**src/scdc_pkg.sv**
```systemverilog
// ----------------------------------------------------------------------------
// scdc_pkg - shared types and constants for the skin color distance classifier
// Field widths, register indexes, reset values and the word types passed
// between the pipeline parts.
// ----------------------------------------------------------------------------
package scdc_pkg;

	localparam int CH_W       = 8;   // color channel
	localparam int THR_W      = 9;   // distance thresholds
	localparam int SQ_W       = 16;  // one squared channel difference
	localparam int SUM_W      = 18;  // sum of three squares
	localparam int ROOT_W     = 19;  // isqrt remainder / root path
	localparam int DIST_W     = 9;   // distance, at most 441
	localparam int LEVEL_W    = 8;
	localparam int CFG_W      = 9;   // widest register
	localparam int IDX_W      = 3;
	localparam int SQRT_STEPS = 10;  // one cell per root bit pair
	localparam int QUO_W      = 8;   // step = 200 / span
	localparam int CNT_W      = 4;   // divider step counter, holds QUO_W
	localparam int REM_W      = THR_W + 1;
	localparam int PROD_W     = QUO_W + DIST_W;

	// input to output delay: two front stages, the root cells, three level stages
	localparam int PIPE_LAT   = 2 + SQRT_STEPS + 3;

	localparam logic [LEVEL_W-1:0] LEVEL_FULL = 8'd200;
	localparam logic [LEVEL_W-1:0] LEVEL_NONE = 8'd0;

	localparam logic [THR_W-1:0] RST_LOW_THR   = 9'd25;
	localparam logic [THR_W-1:0] RST_HIGH_THR  = 9'd35;
	localparam logic [CH_W-1:0]  RST_REF_BLUE  = 8'd30;
	localparam logic [CH_W-1:0]  RST_REF_GREEN = 8'd40;
	localparam logic [CH_W-1:0]  RST_REF_RED   = 8'd48;

	typedef enum logic [IDX_W-1:0] {
		REG_LOW_THR   = 3'd0,
		REG_HIGH_THR  = 3'd1,
		REG_REF_BLUE  = 3'd2,
		REG_REF_GREEN = 3'd3,
		REG_REF_RED   = 3'd4
	} cfg_reg_t;

	// configuration as seen by the pipeline parts
	typedef struct packed {
		logic [THR_W-1:0] low_thr;
		logic [THR_W-1:0] high_thr;
		logic [CH_W-1:0]  ref_blue;
		logic [CH_W-1:0]  ref_green;
		logic [CH_W-1:0]  ref_red;
	} cfg_t;

	// word handed from one root cell to the next
	typedef struct packed {
		logic              valid;
		logic [ROOT_W-1:0] rem;
		logic [ROOT_W-1:0] root;
	} sqrt_word_t;

endpackage

```
**src/scdc_front.sv**
```systemverilog
// ----------------------------------------------------------------------------
// scdc_front - squared color distance
// Stage 1 squares the three channel differences, stage 2 sums them and
// seeds the root chain.
// ----------------------------------------------------------------------------
module scdc_front (
	input  logic                    clk,
	input  logic                    arst_n,
	input  logic                    in_valid,
	input  logic [scdc_pkg::CH_W-1:0] blue,
	input  logic [scdc_pkg::CH_W-1:0] green,
	input  logic [scdc_pkg::CH_W-1:0] red,
	input  scdc_pkg::cfg_t          cfg,
	output scdc_pkg::sqrt_word_t    out_word
);
	import scdc_pkg::*;

	logic [CH_W-1:0] diff_b, diff_g, diff_r;
	logic            valid_s1, valid_s2;
	logic [SQ_W-1:0] sq_b_s1, sq_g_s1, sq_r_s1;
	logic [SUM_W-1:0] sum_s2;

	// absolute channel differences
	always_comb begin
		diff_b = (blue  > cfg.ref_blue)  ? blue  - cfg.ref_blue  : cfg.ref_blue  - blue;
		diff_g = (green > cfg.ref_green) ? green - cfg.ref_green : cfg.ref_green - green;
		diff_r = (red   > cfg.ref_red)   ? red   - cfg.ref_red   : cfg.ref_red   - red;
	end

	// valid bits
	always_ff @(posedge clk or negedge arst_n) begin
		if (!arst_n) begin
			valid_s1 <= 1'b0;
			valid_s2 <= 1'b0;
		end else begin
			valid_s1 <= in_valid;
			valid_s2 <= valid_s1;
		end
	end

	// squares, then their sum
	always_ff @(posedge clk) begin
		sq_b_s1 <= SQ_W'(diff_b) * SQ_W'(diff_b);
		sq_g_s1 <= SQ_W'(diff_g) * SQ_W'(diff_g);
		sq_r_s1 <= SQ_W'(diff_r) * SQ_W'(diff_r);
		sum_s2  <= SUM_W'(sq_b_s1) + SUM_W'(sq_g_s1) + SUM_W'(sq_r_s1);
	end

	assign out_word.valid = valid_s2;
	assign out_word.rem   = ROOT_W'(sum_s2);
	assign out_word.root  = '0;

endmodule

```
**src/scdc_sqrt_cell.sv**
```systemverilog
// ----------------------------------------------------------------------------
// scdc_sqrt_cell - one step of the restoring integer square root
// Tries one root bit pair against the remainder and registers the word
// for the next cell.
// ----------------------------------------------------------------------------
module scdc_sqrt_cell (
	input  logic                        clk,
	input  logic                        arst_n,
	input  logic [scdc_pkg::ROOT_W-1:0] trial_bit,
	input  scdc_pkg::sqrt_word_t        in_word,
	output scdc_pkg::sqrt_word_t        out_word
);
	import scdc_pkg::*;

	logic [ROOT_W-1:0] trial;
	logic [ROOT_W-1:0] rem_d, root_d;
	logic              valid_q;
	logic [ROOT_W-1:0] rem_q, root_q;

	// compare and restore
	always_comb begin
		trial = in_word.root + trial_bit;
		if (in_word.rem >= trial) begin
			rem_d  = in_word.rem - trial;
			root_d = (in_word.root >> 1) + trial_bit;
		end else begin
			rem_d  = in_word.rem;
			root_d = in_word.root >> 1;
		end
	end

	always_ff @(posedge clk or negedge arst_n) begin
		if (!arst_n) begin
			valid_q <= 1'b0;
		end else begin
			valid_q <= in_word.valid;
		end
	end

	always_ff @(posedge clk) begin
		rem_q  <= rem_d;
		root_q <= root_d;
	end

	assign out_word.valid = valid_q;
	assign out_word.rem   = rem_q;
	assign out_word.root  = root_q;

endmodule

```
**src/scdc_step_div.sv**
```systemverilog
// ----------------------------------------------------------------------------
// scdc_step_div - level step from the threshold span
// Bit-serial restoring division of 200 by (high - low). Restarts after
// reset and after every register write.
// ----------------------------------------------------------------------------
module scdc_step_div (
	input  logic                       clk,
	input  logic                       arst_n,
	input  logic                       cfg_we,
	input  scdc_pkg::cfg_t             cfg,
	output logic [scdc_pkg::QUO_W-1:0] step
);
	import scdc_pkg::*;

	logic [CNT_W-1:0] cnt_q;
	logic [THR_W-1:0] rem_q;
	logic [QUO_W-1:0] quo_q;
	logic [THR_W-1:0] span;
	logic [2:0]       bit_idx;
	logic [REM_W-1:0] trial;

	// empty band: any nonzero span keeps the divider defined, step unused
	always_comb begin
		span    = (cfg.high_thr > cfg.low_thr) ? cfg.high_thr - cfg.low_thr : THR_W'(1);
		bit_idx = 3'(cnt_q - CNT_W'(1));
		trial   = {rem_q, LEVEL_FULL[bit_idx]};
	end

	always_ff @(posedge clk or negedge arst_n) begin
		if (!arst_n) begin
			cnt_q <= CNT_W'(QUO_W);
			rem_q <= '0;
			quo_q <= '0;
		end else if (cfg_we) begin
			cnt_q <= CNT_W'(QUO_W);
			rem_q <= '0;
			quo_q <= '0;
		end else if (cnt_q != '0) begin
			cnt_q <= cnt_q - CNT_W'(1);
			if (trial >= REM_W'(span)) begin
				rem_q          <= THR_W'(trial - REM_W'(span));
				quo_q[bit_idx] <= 1'b1;
			end else begin
				rem_q <= THR_W'(trial);
			end
		end
	end

	assign step = quo_q;

endmodule

```
**src/scdc_level.sv**
```systemverilog
// ----------------------------------------------------------------------------
// scdc_level - distance to skin level
// Three stages: threshold compare and offset, step multiply, final select.
// ----------------------------------------------------------------------------
module scdc_level (
	input  logic                         clk,
	input  logic                         arst_n,
	input  logic                         in_valid,
	input  logic [scdc_pkg::DIST_W-1:0]  distance,
	input  scdc_pkg::cfg_t               cfg,
	input  logic [scdc_pkg::QUO_W-1:0]   step,
	output logic                         done,
	output logic [scdc_pkg::LEVEL_W-1:0] skin_level
);
	import scdc_pkg::*;

	logic              valid_s1, valid_s2, done_q;
	logic              full_s1, zero_s1, full_s2, zero_s2;
	logic [DIST_W-1:0] off_s1;
	logic [QUO_W-1:0]  step_s1;
	logic [PROD_W-1:0] prod_s2;
	logic [LEVEL_W-1:0] level_q;

	always_ff @(posedge clk or negedge arst_n) begin
		if (!arst_n) begin
			valid_s1 <= 1'b0;
			valid_s2 <= 1'b0;
			done_q   <= 1'b0;
		end else begin
			valid_s1 <= in_valid;
			valid_s2 <= valid_s1;
			done_q   <= valid_s2;
		end
	end

	always_ff @(posedge clk) begin
		// compare against both thresholds
		full_s1 <= distance <= cfg.low_thr;
		zero_s1 <= distance > cfg.high_thr;
		off_s1  <= distance - cfg.low_thr;
		step_s1 <= step;
		// step times distance past the low threshold
		full_s2 <= full_s1;
		zero_s2 <= zero_s1;
		prod_s2 <= PROD_W'(step_s1) * PROD_W'(off_s1);
		// in band the product never exceeds 200
		priority if (full_s2) begin
			level_q <= LEVEL_FULL;
		end else if (zero_s2) begin
			level_q <= LEVEL_NONE;
		end else begin
			level_q <= LEVEL_FULL - prod_s2[LEVEL_W-1:0];
		end
	end

	assign done       = done_q;
	assign skin_level = level_q;

endmodule

```
**src/skin_color_distance_classifier_unit.sv**
```systemverilog
// ----------------------------------------------------------------------------
// skin_color_distance_classifier_unit - BGR pixel to skin level
// Pipeline from start to done: 2 square/sum stages, 10 root cells,
// 3 level stages. Throughput: one pixel per cycle; busy stays low.
// Results leave on done for one cycle; the receiver cannot stall.
// Reset clears all valid bits and restores the registers; the step divider
// then runs anew (also after each write), after reset ahead of any pixel.
// ----------------------------------------------------------------------------
module skin_color_distance_classifier_unit (
	input  logic                         clk,
	input  logic                         arst_n,
	input  logic                         start,
	output logic                         busy,
	input  logic [scdc_pkg::CH_W-1:0]    blue,
	input  logic [scdc_pkg::CH_W-1:0]    green,
	input  logic [scdc_pkg::CH_W-1:0]    red,
	input  logic                         cfg_we,
	input  logic [scdc_pkg::IDX_W-1:0]   cfg_index,
	input  logic [scdc_pkg::CFG_W-1:0]   cfg_data,
	output logic                         done,
	output logic [scdc_pkg::LEVEL_W-1:0] skin_level
);
	import scdc_pkg::*;

	cfg_t              cfg_q;
	sqrt_word_t        chain [0:SQRT_STEPS];
	logic [QUO_W-1:0]  step;
	logic [DIST_W-1:0] distance;

	assign busy = 1'b0;

	// configuration registers
	always_ff @(posedge clk or negedge arst_n) begin
		if (!arst_n) begin
			cfg_q.low_thr   <= RST_LOW_THR;
			cfg_q.high_thr  <= RST_HIGH_THR;
			cfg_q.ref_blue  <= RST_REF_BLUE;
			cfg_q.ref_green <= RST_REF_GREEN;
			cfg_q.ref_red   <= RST_REF_RED;
		end else if (cfg_we) begin
			unique case (cfg_reg_t'(cfg_index))
				REG_LOW_THR:   cfg_q.low_thr   <= cfg_data;
				REG_HIGH_THR:  cfg_q.high_thr  <= cfg_data;
				REG_REF_BLUE:  cfg_q.ref_blue  <= cfg_data[CH_W-1:0];
				REG_REF_GREEN: cfg_q.ref_green <= cfg_data[CH_W-1:0];
				REG_REF_RED:   cfg_q.ref_red   <= cfg_data[CH_W-1:0];
				default: ;
			endcase
		end
	end

	scdc_front u_front (
		.clk      (clk),
		.arst_n   (arst_n),
		.in_valid (start & ~busy),
		.blue     (blue),
		.green    (green),
		.red      (red),
		.cfg      (cfg_q),
		.out_word (chain[0])
	);

	// root cells, most significant bit pair first
	for (genvar i = 0; i < SQRT_STEPS; i++) begin : g_cell
		localparam logic [ROOT_W-1:0] TBIT = ROOT_W'(1) << (2 * (SQRT_STEPS - 1 - i));
		scdc_sqrt_cell u_cell (
			.clk       (clk),
			.arst_n    (arst_n),
			.trial_bit (TBIT),
			.in_word   (chain[i]),
			.out_word  (chain[i+1])
		);
	end

	assign distance = chain[SQRT_STEPS].root[DIST_W-1:0];

	scdc_step_div u_div (
		.clk    (clk),
		.arst_n (arst_n),
		.cfg_we (cfg_we),
		.cfg    (cfg_q),
		.step   (step)
	);

	scdc_level u_level (
		.clk        (clk),
		.arst_n     (arst_n),
		.in_valid   (chain[SQRT_STEPS].valid),
		.distance   (distance),
		.cfg        (cfg_q),
		.step       (step),
		.done       (done),
		.skin_level (skin_level)
	);

endmodule

```
**config.mk**
```make
export PLATFORM = sky130hd
export DESIGN_NAME = skin_color_distance_classifier_unit
export DESIGN_NICKNAME = d
export VERILOG_FILES = /design/src/scdc_pkg.sv /design/src/scdc_front.sv /design/src/scdc_sqrt_cell.sv /design/src/scdc_step_div.sv /design/src/scdc_level.sv /design/src/skin_color_distance_classifier_unit.sv
export SDC_FILE = /design/constraint.sdc
export NUM_CORES = 1
export LEC_CHECK = 0
export ABC_AREA = 1
export BUFFER_PORTS_ARGS = -buffer_cell sky130_fd_sc_hd__buf_4
export CORE_ASPECT_RATIO = 0.75
export CORE_MARGIN = 2
export CORE_UTILIZATION = 65
export CTS_CLUSTER_SIZE = 20
export DETAILED_ROUTE_END_ITERATION = 16
export GPL_TIMING_DRIVEN = 0
export PLACE_DENSITY = 0.86
export SKIP_LAST_GASP = 1
export SLEW_MARGIN = 20
export SYNTH_ARGS = -nofsm -noshare
export SYNTH_HDL_FRONTEND = slang
export SYNTH_SLANG_ARGS = --single-unit
export TNS_END_PERCENT = 10
```
**constraint.sdc**
```tcl
create_clock -name clk -period 10.7 [get_ports clk]
set_input_delay 1.605 -clock clk [delete_from_list [all_inputs] [get_ports clk]]
set_output_delay 1.605 -clock clk [all_outputs]
set_load 0.03 [all_outputs]
```
Word-level counts from Yosys, hierarchy flattened
Memories as Yosys holds them, arrays and structs flattened.
Index checks and enable logic that the tools add are counted.
{"block": "word_totals", "ff_bits": 532, "inputBits": 40, "romBits": 8, "wordCells": 180, "out_inout_bits": 10, "n_memories": 1}
{"name": "(no name shown)", "depth": 8, "width": 1, "rd": 1, "rd_clocked_by_memory_dff": 0, "wr": 0, "line": "scdc_step_div.sv:26", "rtl": "trial = {rem_q, LEVEL_FULL[bit_idx]};"}
{"block": "classes", "mux": 35, "eq_ne": 4, "n_bitwise": 1, "addsub": 40, "n_reduce_logical": 12, "order_cmp": 19, "multipliers": 4}
{"cell": "greater-or-equal comparator 19 bit", "n": 9}
{"cell": "2-to-1 mux 19 bit", "n": 9}
{"cell": "2-to-1 mux 18 bit", "n": 9}
{"cell": "subtractor 19 bit", "n": 8}
{"cell": "2-to-1 mux 8 bit", "n": 7}
{"cell": "multiplier 8 x 8 -> 16 bit", "n": 3}
{"cell": "subtractor 8 bit", "n": 6}
{"cell": "2-to-1 mux 9 bit", "n": 5}
{"cell": "subtractor 9 bit", "n": 3}
{"cell": "> comparator 8 bit", "n": 3}
{"cell": "adder 18 x 11 -> 19 bit (second input constant)", "n": 1}
{"cell": "adder 18 x 13 -> 19 bit (second input constant)", "n": 1}
{"cell": "adder 18 x 15 -> 19 bit (second input constant)", "n": 1}
{"cell": "adder 18 x 17 -> 19 bit (second input constant)", "n": 1}
{"cell": "adder 18 x 3 -> 19 bit (second input constant)", "n": 1}
{"cell": "adder 18 x 5 -> 19 bit (second input constant)", "n": 1}
{"cell": "adder 18 x 7 -> 19 bit (second input constant)", "n": 1}
{"cell": "adder 18 x 9 -> 19 bit (second input constant)", "n": 1}
{"cell": "adder 19 x 1 -> 19 bit (second input constant)", "n": 1}
{"cell": "adder 19 x 11 -> 19 bit (second input constant)", "n": 1}
{"cell": "adder 19 x 13 -> 19 bit (second input constant)", "n": 1}
{"cell": "adder 19 x 15 -> 19 bit (second input constant)", "n": 1}
{"cell": "adder 19 x 17 -> 19 bit (second input constant)", "n": 1}
{"cell": "adder 19 x 3 -> 19 bit (second input constant)", "n": 1}
{"cell": "29 further kinds", "n": 39}

Depth between registers and ports, before layout
{"block": "depth", "word_depth": 9, "depth_mapped": 34, "depth_no_buf": 33}

By module
A second synthesis with hierarchy kept.
{"block": "hier_totals", "hier_cells": 9820, "hier_area_um2": 63357.0}
{"mod": "scdc_sqrt_cell at g_cell[4].u_cell ...", "cells_each": 763, "n_inst": 5, "seq_area_each_um2": 785.8, "area_each_um2": 4614.4}
{"mod": "scdc_sqrt_cell at g_cell[0].u_cell ...", "cells_each": 751, "n_inst": 4, "seq_area_each_um2": 785.8, "area_each_um2": 4749.6}
{"mod": "scdc_front", "cells_each": 1379, "n_inst": 1, "seq_area_each_um2": 1311.3, "area_each_um2": 10198.5}
{"mod": "scdc_sqrt_cell at g_cell[9].u_cell", "cells_each": 761, "n_inst": 1, "seq_area_each_um2": 785.8, "area_each_um2": 4550.6}
{"mod": "scdc_level", "cells_each": 349, "n_inst": 1, "seq_area_each_um2": 795.8, "area_each_um2": 2630.0}
{"mod": "scdc_step_div", "cells_each": 318, "n_inst": 1, "seq_area_each_um2": 526.8, "area_each_um2": 2155.8}
{"mod": "skin_color_distance_classifier_unit", "cells_each": 194, "n_inst": 1, "seq_area_each_um2": 1068.5, "area_each_um2": 1751.7}

Worst setup path before layout
Ideal clock, no wire load.
{"block": "synth_timing", "path_type": "input -> register", "start": "input port blue[0] (netlist name)", "end": "register u_front.sq_b_s1[12]", "arrival_time_ps": 6282, "cell_stages": 28, "slack_ps": 4346, "setup_ps": 72, "n_path_buf": 0, "t_required_ps": 10628, "path_cell_list": "inv_1 -> ha_1 -> inv_1 -> fa_1 -> nand2_1 -> nand2_1 -> nand2_1 -> nand2_2 -> nand2_4 -> inv_4 -> o21ai_4 -> nand2_4 -> inv_1 -> nand3_1 -> fa_1 -> inv_1 -> fa_1 -> fa_1 -> inv_1 -> fa_1 -> inv_1 -> ha_1 -> a21oi_1 -> o21ai_0 -> a21oi_1 -> nor2_1 -> nor2_1 -> xor2_1"}
{"block": "synth_between", "elab_chain_cells": 3, "word_cells_on_any_way": 5, "classes_between": "add/sub (2); mul (1); order compare (1); mux (1)"}
{"item": "from (decl)", "line": "skin_color_distance_classifier_unit.sv:14", "rtl": "input logic [scdc_pkg::CH_W-1:0] blue,"}
{"item": "subtractor 8 bit / > comparator 8 bit (equally long branches)", "line": "scdc_front.sv:25", "rtl": "diff_b = (blue > cfg.ref_blue) ? blue - cfg.ref_blue : cfg.ref_blue - blue;"}
{"item": "2-to-1 mux 8 bit *", "line": "scdc_front.sv:25"}
{"item": "multiplier 8 x 8 -> 16 bit *", "line": "scdc_front.sv:43", "rtl": "sq_b_s1 <= SQ_W'(diff_b) * SQ_W'(diff_b);"}
{"item": "to (signal assigned)", "line": "scdc_front.sv:43"}
{"item": "to (decl)", "line": "scdc_front.sv:20", "rtl": "logic [SQ_W-1:0] sq_b_s1, sq_g_s1, sq_r_s1;"}
Every way passes the cells marked *; elsewhere a longest branch is shown, timed or not.
A chain may end at the register's enable or synchronous reset.

Final worst setup path
Same ends and word-level chain as after synthesis.

==> flow_summary.ini <==
[place]
place_inst = 3577
gp_congestion = 0.952
io_buffers = 47
dpl.hpwl_um = 41100

[logic_synthesis]
synth_ff_type = dfxtp_1
ys_seq_area_share_pct = 33.9
avgSynthCellArea_um2 = 8.07
post-synth-top-count-cell = nand2_1
ys_top_cells_by_count = nand2_1, inv_1, dfxtp_1, ha_1, nor2_1
synth_area_um2 = 24400
yosys_warnings = 0
ys_async_sr_fraction_pct = 19.9
ys_types = 58
syn_inst = 3023
synth_edf_count = 0
synth.area.top_cells = dfxtp_1, ha_1, nand2_1
synth-seq-cells = 392
yosysTopAreaCell = dfxtp_1
yosysTopAreaCellShare_pct = 25.8

[sta]
post-route-min-period_ns = 6.58
worst_slew_pin_slew_ns = 0.959
max_slew_margin_pct = 36.1
rsz0062_at_grt = false
clock_skew_ns = 0.0168
fmax_mhz = 152
layout_worst_path_cycle_share_pct = 61.5
finalSetupTns_ns = 0
drv_slew = 0
finalHoldViolations = 0
setup_viol = 0

[clock_network]
clk_pin_slew_ns = 0.06
cts_tree = built
cts.path.max_buffers = 3
cts_root_buffer = clkbuf_16
cts_setup_buffers = 0
cts.sinks = 392
post_cts_resized = 0
ctsHtreeMaxLevel = 2
numCtsBuffers = 37
clk_latency_ns = 0.54
hold_buffers = 0

[route]
post_drt_wl_per_cell_um = 14.4
initialDrtViolationCount = 1194
antenna_left = 0
vias_per_cell = 5.35
wl_um = 52700
drt-pass1-iter-count = 5
drc = 0
via_count = 19524

[worst_setup_path]
end_kind = flip-flop
max_stage_delay_ns = 0.55
critical_path_class = primary input to flip-flop
cp_data_required_time_ns = 11.16
slowest_stage = fa_1
worstSetupStartpointType = primary input
path_max_fanout = 9
critPathArrivalTime_ns = 7.04

[die]
die_area_um2 = 39100
core_area_um2 = 37000
rows = 61
die_h_um = 172
dieWidth_um = 228
start_util_pct = 65.9
ios = 50

[layout]
final_nets = 3520
fillers = 2723
post_route_cells_drive_above_1_share_pct = 7.93
finalNonFillerCells = 3648
area_growth_pct = 9.38

[global_route]
grt_pass1_wl_um = 89700
grt_pass1_vias = 19704
grt_start_max_net_pins = 79
antenna_found_initial = 3
track_usage_pct = 28.1
overflow = 0

[min_path]
hp-class = flip-flop to flip-flop

[run_status]
status = finished, final reports clean

[job]
max_cap_violations = 0
## worst max-delay path: cells and delay by family
| kind | cells | cell delay (ns) |
|---|---|---|
| AND/OR/NAND/NOR | 10 | 1.03 |
| adder cells (fa/ha/maj) | 7 | 3.04 |
| buffers and inverters | 8 | 0.70 |
| AO/OA/AOI/OAI | 3 | 0.50 |
| XOR/XNOR | 1 | 0.16 |
## layer usage
layer / part of all wire [%] / global-route usage (%) / routed length [µm] / vias up
li1: - / - / - / 9672
met2: 48 / 49.0 / 25300 / 523
met4: 3.0 / 10.2 / 1580 / 0
met1: 44 / 36.1 / 23400 / 9213
met3: 4.5 / 3.18 / 2360 / 116
met5: 0 / 0 / 0 / -
## final timing paths
check | from | endpoint | slack, ns | depth (start not counted)
setup / recovery | blue[0] | u_front.sq_b_s1[12] | 4.12 | 29
hold / removal | u_front.sum_s2[14] | g_cell[0].u_cell.rem_q[14] | 0.31 | 0
setup reg to reg | cfg_q[17] | u_front.sq_b_s1[12] | 4.85 | 26
hold reg to reg | u_front.sum_s2[14] | g_cell[0].u_cell.rem_q[14] | 0.31 | 0
max in group asynchronous | arst_n | cfg_q[30] | 8.86 | 1
min in group asynchronous | arst_n | cfg_q[8] | 1.23 | 1
## per-stage QoR
step / util (%) / hold WS (ns) / worst slack, ns / cell area (µm²)
after floorplan: - / 0.310 / 4.35 / 24400
after global placement: 68.6 / 0.311 / 3.75 / 25400
after detailed placement: 68.6 / 0.312 / 3.63 / 25400
after CTS: 72.0 / 0.318 / 4.15 / 26700
after global routing: 72.1 / 0.328 / 3.69 / 26700
final: 72.1 / 0.314 / 4.12 / 26700
## registers in the layout, summed over array words and instances (netlist names), 9 cells and up
signal / count
u_div.rem_q: 9
u_front.sq_g_s1: 15
g_cell.u_cell.rem_q: 170
u_front.sum_s2: 18
u_front.sq_r_s1: 15
g_cell.u_cell.root_q: 45
cfg_q: 42
g_cell.u_cell.valid_q: 10
u_front.sq_b_s1: 15
## cells in the final DEF (no fill, tap or decap), drive strengths merged, types with 5 or more instances in the layout
cell type / instances
o21a: 10
nor4: 16
nand3b: 7
dfstp: 15
a21boi: 5
nor2: 240
a21o: 6
ha: 274
a31oi: 13
a21oi: 160
dfxtp: 314
a211oi: 6
clkbuf: 62
fa: 94
clkinv: 10
xnor2: 71
o21bai: 8
nand4: 34
o31ai: 5
dfrtp: 63
o21ai: 137
buf: 71
nand2: 662
inv: 571
or2: 13
xor2: 101
nor3: 26
nand3: 110
o211ai: 8
## layout make-up
cell class	count	area, µm²	area share, %
Sequential cell	392	8260	31.0
Clock inverter	15	189	0.708
Tap cell	504	631	2.36
Inverter	571	2160	8.08
Multi-Input combinational cell	2029	13800	51.6
Buffer	34	216	0.811
Antenna cell	4	10.0	0.0375
Clock buffer	52	1090	4.10
Timing Repair Buffer	47	353	1.32
## logic make-up (layout without fill, tap and decap cells)
kind of cell / count (synthesis) / after routing / share of synthesized area, %
compound gates: 370 / 370 / 8.45
flops: 392 / 392 / 33.9
fa+ha+maj: 368 / 368 / 21.8
buf+inv: 605 / 719 / 9.73
other cells: 1 / 8 / 0.0154
xor+xnor: 172 / 172 / 6.18
simple gates: 1115 / 1115 / 20.0
Power is left out: the tool's default activity adds up to more than one toggle a clock period on the data nets, which glitch-free logic cannot reach.
